<file path="src/hdl/skt_pkg.sv">
// ----------------------------------------------------------------------------
// Sorted key table package
// Shared sizes, command codes, record layout and control structs.
// ----------------------------------------------------------------------------
package skt_pkg;

  localparam int DEPTH      = 256;
  localparam int IDX_W      = $clog2(DEPTH);
  localparam int CNT_W      = IDX_W + 1;
  localparam int KEY_W      = 32;
  localparam int VAL_W      = 32;
  localparam int MODE_W     = 2;
  localparam int IN_DATA_W  = KEY_W + VAL_W;
  localparam int OUT_DATA_W = ((VAL_W + CNT_W + 7) / 8) * 8;
  localparam int OUT_USER_W = 2;

  localparam logic [MODE_W-1:0] MODE_CLEAR  = 2'd0;
  localparam logic [MODE_W-1:0] MODE_INSERT = 2'd1;
  localparam logic [MODE_W-1:0] MODE_LOOKUP = 2'd2;

  // IEEE-754 single precision pattern for -1.0, returned on a miss.
  localparam logic [VAL_W-1:0] MISS_WORD = 32'hBF80_0000;

  typedef struct packed {
    logic [KEY_W-1:0] id;
    logic [VAL_W-1:0] value;
  } entry_t;

  typedef struct packed {
    logic             en;
    logic [IDX_W-1:0] addr;
    entry_t           data;
  } tbl_wr_t;

  typedef struct packed {
    logic             hit;
    logic [VAL_W-1:0] found_value;
    logic             overflow;
    logic [CNT_W-1:0] count;
  } result_t;

endpackage

</file>
<file path="src/hdl/skt_seq.sv">
// ----------------------------------------------------------------------------
// Sorted key table sequencer
// Runs the binary search (lookup and insert position) and the record shift
// over one table read port, around a single shared key comparator.
// ----------------------------------------------------------------------------
module skt_seq (
  input  logic                           clk,
  input  logic                           rst,
  input  logic                           in_valid,
  output logic                           ready,
  input  logic [skt_pkg::MODE_W-1:0]     mode,
  input  logic [skt_pkg::KEY_W-1:0]      key,
  input  logic [skt_pkg::VAL_W-1:0]      base_value,
  input  logic                           out_free,
  output logic                           res_valid,
  output skt_pkg::result_t               res,
  output skt_pkg::tbl_wr_t               wr,
  output logic [skt_pkg::IDX_W-1:0]      rd_addr,
  input  skt_pkg::entry_t                rd_data
);

  localparam logic [2:0] S_IDLE     = 3'd0;
  localparam logic [2:0] S_PROBE    = 3'd1;
  localparam logic [2:0] S_CMP      = 3'd2;
  localparam logic [2:0] S_SHIFT_RD = 3'd3;
  localparam logic [2:0] S_SHIFT_WR = 3'd4;
  localparam logic [2:0] S_DONE     = 3'd5;

  logic [2:0]                   state;
  logic [skt_pkg::MODE_W-1:0]   mode_r;
  logic [skt_pkg::KEY_W-1:0]    key_r;
  logic [skt_pkg::VAL_W-1:0]    value_r;
  logic [skt_pkg::CNT_W-1:0]    count;
  logic [skt_pkg::CNT_W-1:0]    lo;
  logic [skt_pkg::CNT_W-1:0]    hi;
  logic [skt_pkg::CNT_W-1:0]    ptr;
  logic [skt_pkg::IDX_W-1:0]    mid;
  logic                         hit;
  logic [skt_pkg::VAL_W-1:0]    found_value;
  logic                         overflow;

  logic [skt_pkg::CNT_W:0]      mid_sum;
  logic [skt_pkg::IDX_W-1:0]    mid_c;
  logic [skt_pkg::CNT_W-1:0]    ptr_dec;
  logic [skt_pkg::CNT_W-1:0]    mid_inc;
  logic                         probe_gt;
  logic                         probe_eq;

  // Search window is [lo, hi); the midpoint matches floor((lo + (hi - 1)) / 2).
  assign mid_sum = {1'b0, lo} + {1'b0, hi} - {{skt_pkg::CNT_W{1'b0}}, 1'b1};
  assign mid_c   = mid_sum[skt_pkg::IDX_W:1];
  assign ptr_dec = ptr - {{(skt_pkg::CNT_W-1){1'b0}}, 1'b1};
  assign mid_inc = {1'b0, mid} + {{(skt_pkg::CNT_W-1){1'b0}}, 1'b1};

  // The one comparator shared by both searches.
  assign probe_gt = rd_data.id > key_r;
  assign probe_eq = rd_data.id == key_r;

  assign ready     = state == S_IDLE;
  assign res_valid = state == S_DONE;
  assign res       = '{hit: hit, found_value: found_value, overflow: overflow, count: count};
  assign rd_addr   = (state == S_SHIFT_RD) ? ptr_dec[skt_pkg::IDX_W-1:0] : mid_c;

  always_comb begin
    wr = '0;
    if (state == S_SHIFT_WR) begin
      wr.en   = 1'b1;
      wr.addr = ptr[skt_pkg::IDX_W-1:0];
      wr.data = rd_data;
    end else if (state == S_SHIFT_RD && ptr == lo) begin
      wr.en         = 1'b1;
      wr.addr       = lo[skt_pkg::IDX_W-1:0];
      wr.data.id    = key_r;
      wr.data.value = value_r;
    end
  end

  always_ff @(posedge clk) begin
    if (rst) begin
      state <= S_IDLE;
      count <= '0;
    end else begin
      case (state)
        S_IDLE: begin
          if (in_valid) begin
            mode_r      <= mode;
            key_r       <= key;
            value_r     <= base_value;
            lo          <= '0;
            hi          <= count;
            hit         <= 1'b0;
            found_value <= '0;
            overflow    <= 1'b0;
            case (mode)
              skt_pkg::MODE_CLEAR: begin
                count <= '0;
                state <= S_DONE;
              end
              skt_pkg::MODE_INSERT: begin
                if (count == skt_pkg::CNT_W'(skt_pkg::DEPTH)) begin
                  overflow <= 1'b1;
                  state    <= S_DONE;
                end else begin
                  state <= S_PROBE;
                end
              end
              skt_pkg::MODE_LOOKUP: begin
                state <= S_PROBE;
              end
              default: begin
                state <= S_DONE;
              end
            endcase
          end
        end
        S_PROBE: begin
          if (lo < hi) begin
            mid   <= mid_c;
            state <= S_CMP;
          end else if (mode_r == skt_pkg::MODE_LOOKUP) begin
            found_value <= skt_pkg::MISS_WORD;
            state       <= S_DONE;
          end else begin
            ptr   <= count;
            state <= S_SHIFT_RD;
          end
        end
        S_CMP: begin
          state <= S_PROBE;
          if (mode_r == skt_pkg::MODE_LOOKUP && probe_eq) begin
            hit         <= 1'b1;
            found_value <= rd_data.value;
            state       <= S_DONE;
          end else if (probe_gt) begin
            hi <= skt_pkg::CNT_W'(mid);
          end else begin
            // An insert lands after every equal id.
            lo <= mid_inc;
          end
        end
        S_SHIFT_RD: begin
          if (ptr > lo) begin
            state <= S_SHIFT_WR;
          end else begin
            count <= count + {{(skt_pkg::CNT_W-1){1'b0}}, 1'b1};
            state <= S_DONE;
          end
        end
        S_SHIFT_WR: begin
          ptr   <= ptr_dec;
          state <= S_SHIFT_RD;
        end
        S_DONE: begin
          if (out_free) begin
            state <= S_IDLE;
          end
        end
        default: begin
          state <= S_IDLE;
        end
      endcase
    end
  end

endmodule

</file>
<file path="config.mk">
export PLATFORM = sky130hd
export DESIGN_NAME = skt_seq
export DESIGN_NICKNAME = d
export VERILOG_FILES = /design/src/hdl/skt_pkg.sv /design/src/hdl/skt_seq.sv
export SDC_FILE = /design/constraint.sdc
export NUM_CORES = 1
export LEC_CHECK = 0
export BUFFER_PORTS_ARGS = -buffer_cell sky130_fd_sc_hd__buf_2
export CAP_MARGIN = 40
export CORE_MARGIN = 3
export CORE_UTILIZATION = 55
export DETAILED_ROUTE_END_ITERATION = 8
export GPL_ROUTABILITY_DRIVEN = 0
export HOLD_SLACK_MARGIN = 0.06
export PLACE_DENSITY = 0.85
export SYNTH_ARGS = -nofsm -noshare
export SYNTH_HDL_FRONTEND = slang
export SYNTH_SLANG_ARGS = --single-unit
</file>
<file path="constraint.sdc">
create_clock -name clk -period 17.05 [get_ports clk]
set_input_delay 5.115 -clock clk [delete_from_list [all_inputs] [get_ports clk]]
set_output_delay 5.115 -clock clk [all_outputs]
set_load 0.05 [all_outputs]
</file>
# == Yosys cells after proc, flatten, opt, wreduce, memory -nomap -nowiden ==
# Cells that the tools add are included.
# op_classes
n_reduce_logical,17
bitwise_logic,1
magnitude_cmp,3
muxes,36
n_eq_ne,22
add_sub_neg,5
# ops
op,count
2-to-1 mux 73 bit,2
2-to-1 mux 32 bit,4
2-to-1 mux 9 bit,11
one-hot mux 32 bit (3 select lines),1
one-hot mux 9 bit (2 select lines),4
== test 32 bit,1
> comparator 32 bit,1
"!= test 2 bit, second input constant",10
2-to-1 mux 3 bit,6
one-hot mux 3 bit (6 select lines),1
"subtractor 9 x 1 -> 9 bit, second input constant",2
AND reduction 4 bit,3
AND reduction 5 bit,2
"adder 8 x 1 -> 9 bit, second input constant",1
"adder 9 x 1 -> 9 bit, second input constant",1
adder 9 bit,1
== test 9 bit,1
"== test 9 bit, second input constant",1
> comparator 9 bit,1
less-than comparator 9 bit,1
2-to-1 mux 8 bit,1
"== test 3 x 2 -> 1 bit, second input constant",2
"== test 3 bit, second input constant",2
one-hot mux 3 bit (2 select lines),1
other kinds (15),23
# totals
elab_cells,96
input_bits,134
register_bits,147

# == Depth between registers and ports, before layout ==
# depth
depth_word,5
depth_mapped,12
ltp_nobuf,12

# == Worst setup path before layout ==
# Ideal clock, no wire load.
# synth_path
path_type,input-to-output
startpoint,input rd_data[32] in the netlist's numbering
endpoint,output wr[32] in the netlist's numbering
setup_slack_ns,6.069
arrival_time_ns,5.866
required_ns,11.935
n_path_buf,0
cell_stages,2
cell_sequence,inv_1 o21ai_1
# synth_rtl
item,line,text
"start, declared",skt_seq.sv:19,input skt_pkg::entry_t rd_data
"end, declared",skt_seq.sv:17,"output skt_pkg::tbl_wr_t wr,"

==> results.yml <==
sta:
  setup_tns_ns: 0
  rsz0062_at_grt: "false"
  fin_crit_sh: 0.635
  clock_skew_ns: 0.00921
  worst_slew_pin_slew_ns: 0.879
  timing.fmax_ghz: 0.0924
  setup_viol: 0
  hold_viol_final: 0
  slew_violations: 0
  min_period_ns: 10.82
  max_slew_margin: 0.408
  hold_slack_ns: 0.589
cts:
  cts_buffers: 17
  cts-resized-gates: 0
  cts_tree: "done"
  root_buffer: "clkbuf_16"
  clockBufferDepth: 2
  post_cts_buffers: 0
  numClockSinks: 147
  path_clk_slew_ns: 0.06
  clkLatencyLatePin_ns: 0.42
  cts_max_level: 4
  cts_hold_buf: 0
die:
  dieArea_sq_um: 16200
  die_h_microns: 127
  core_sq_um: 14100
  rows: 43
  io_pins: 260
  initial_utilization: 0.571
  dieWidth_microns: 127
global_routing:
  grt_pass1_wl_mm: 34.2
  grt_util_all_layers: 0.270
  grt_max_degree: 66
  antenna_found_initial: 0
  grt.overflow.total: 0
  grt_pass1_vias: 6659
flow_run:
  drv_cap: 0
power_and_ir_drop:
  total_power_w: 0.00119
  powerDensity_nw_per_um2: 117
  clock_power_share: 0.302
  p_int_w: 0.000756
  ir_drop_mv: 0.0704
  p_leak_nw: 4.70
  combPwrFrac: 0.313
  p_sw_frac: 0.362
  power.switching_w: 0.000429
  seq_power_share: 0.385
critical_path:
  critical_path_class: "in -> out"
  path_common_cell: "buf_2"
  r2r_cells: 8
  slowest_stage: "buf_2"
  endpoint_kind: "output pin"
  ff2ff_setup_slack_ns: 14.07
  cp.arrival_ns: 5.71
  rr_startpoint: "lo[1]"
  crit_chain: "buf_2 > nand2_1 > o21ai_0 > buf_2"
  start_kind: "primary input"
  r2r-end: "found_value[24]"
  slowest_delay_ns: 0.32
  cp.required_ns: 11.93
  crit_fanout: 2
yosys:
  async_flop_share: 0
  ys_seq_area_frac: 0.531
  synth_cell_type_count: 55
  avgSynthCellArea_sq_um: 10.6
  synthFlopType: "edfxtp_1"
  ys_ff_latch: 147
  synth_warnings: 0
  synth_area_sq_um: 8080
  syn-instance-count: 764
  syn-num-nets: 966
  synth-edff-count: 135
detailed_routing:
  drc: 0
  drtPass1Iterations: 5
  num_vias: 6835
  ant_nets: 0
  wl_mm: 22.0
  via_per_inst: 5.67
  wl_per_cell_microns: 18.3
  drt_iter0_markers: 603
layout:
  fillers: 1022
  fin_area_sq_um: 10100
  final_cell_mix: "buf_2, edfxtp_1, nand2_1"
  final_common_cell: "buf_2"
  multi_input_area_sq_um: 3360
  register_area_sq_um: 4290
  num-nets-final: 1217
  final_layout_size_suffix_gt1_frac: 0.308
  synthToLayoutAreaGrowth_pct: 25.4
  antennaDiodeCount: 0
outcome:
  outcome: "finished clean"
worst_hold_path:
  min_path_cells: 2
  hp-class: "reg -> reg"
  hp-start: "count[8]"
  hold_path_end: "count[8]"
placement:
  dp_hpwl_mm: 16.6
  port_buffers: 259
  post_dp_cell_area_sq_um: 9570
routing by layer:
metal,up-vias,global-route usage,wire (microns)
met3,49,0.0669,1760
met2,312,0.461,11100
met4,0,0.0946,614
met1,3221,0.335,8530
met5,-,0,0
li1,3253,-,-
state kept, by name, summed over array words and instances (netlist names):
signal and count:
overflow 1, lo 9, key_r 32, mode_r 2, mid 8, count 9, found_value 32, ptr 9
state 3, hi 9, hit 1, value_r 32
cells in the mapped netlist (4+ instances only):
library cell | number | area, sq um
a21oi_1 | 34 | 170
a22o_1 | 32 | 280
and3_1 | 26 | 163
clkbuf_1 | 37 | 139
dfxtp_1 | 12 | 240
edfxtp_1 | 135 | 4050
ha_1 | 67 | 838
inv_1 | 79 | 297
nand2_1 | 107 | 402
nand2b_1 | 5 | 31.3
nand3_1 | 14 | 70.1
nand4_1 | 12 | 75.1
nor2_1 | 22 | 82.6
nor2b_1 | 7 | 43.8
nor3_1 | 13 | 65.1
nor3b_1 | 4 | 30.0
o21ai_0 | 72 | 360
or3_1 | 11 | 68.8
xnor2_1 | 13 | 114
xor2_1 | 6 | 52.6
power groups by stage:
stage | registers (W) | logic, W | clock network, W
4_1_cts | 0.000456 | 0.000370 | 0.000362
2_1_floorplan | 0.000490 | 0.000238 | 0
3_5_place_dp | 0.000463 | 0.000367 | 0
6_report | 0.000456 | 0.000371 | 0.000358
3_3_place_gp | 0.000462 | 0.000360 | 0
5_1_grt | 0.000460 | 0.000398 | 0.000378
cell families after synthesis:
logic type,after synthesis,synth area share
simple gates,237,0.144
mux,3,0.00387
buf+inv,118,0.0557
xor+xnor,19,0.0206
flops,147,0.531
compound gates,172,0.139
fa+ha+maj,68,0.106
critical path: cells and delay by family:
| family | cells | cell delay, ns |
|---|---|---|
| buffers and inverters | 2 | 0.41 |
| AO/OA/AOI/OAI | 1 | 0.13 |
| AND/OR/NAND/NOR | 1 | 0.04 |
worst max-delay path by stage:
stage,from,to,slack (ns),cells after the start
detailed placement,rd_data[49],wr[49],6.21,4
floorplan,rd_data[32],wr[32],6.07,2
global placement,rd_data[63],wr[63],6.19,4
CTS,rd_data[49],wr[49],6.20,4
global route,rd_data[49],wr[49],6.20,4
finish,rd_data[49],wr[49],6.23,4
cell type report:
cell class                      instances  area share
Clock inverter                         12      0.0131
Multi-Input combinational cell        499       0.332
Timing Repair Buffer                  271       0.138
Clock buffer                           18      0.0423
Sequential cell                       147       0.424
Inverter                               79      0.0293
Tap cell                              180      0.0222
stage by stage:
| step | std cells | setup WS [ns] | utilization |
|---|---|---|---|
| floorplan | 764 | 6.07 | - |
| global placement | 1174 | 6.19 | 0.675 |
| detailed placement | 1176 | 6.21 | 0.677 |
| CTS | 1206 | 6.20 | 0.716 |
| global route | 1206 | 6.20 | 0.716 |
| finish | 1206 | 6.23 | 0.716 |
(Power assumes the default switching activity.)
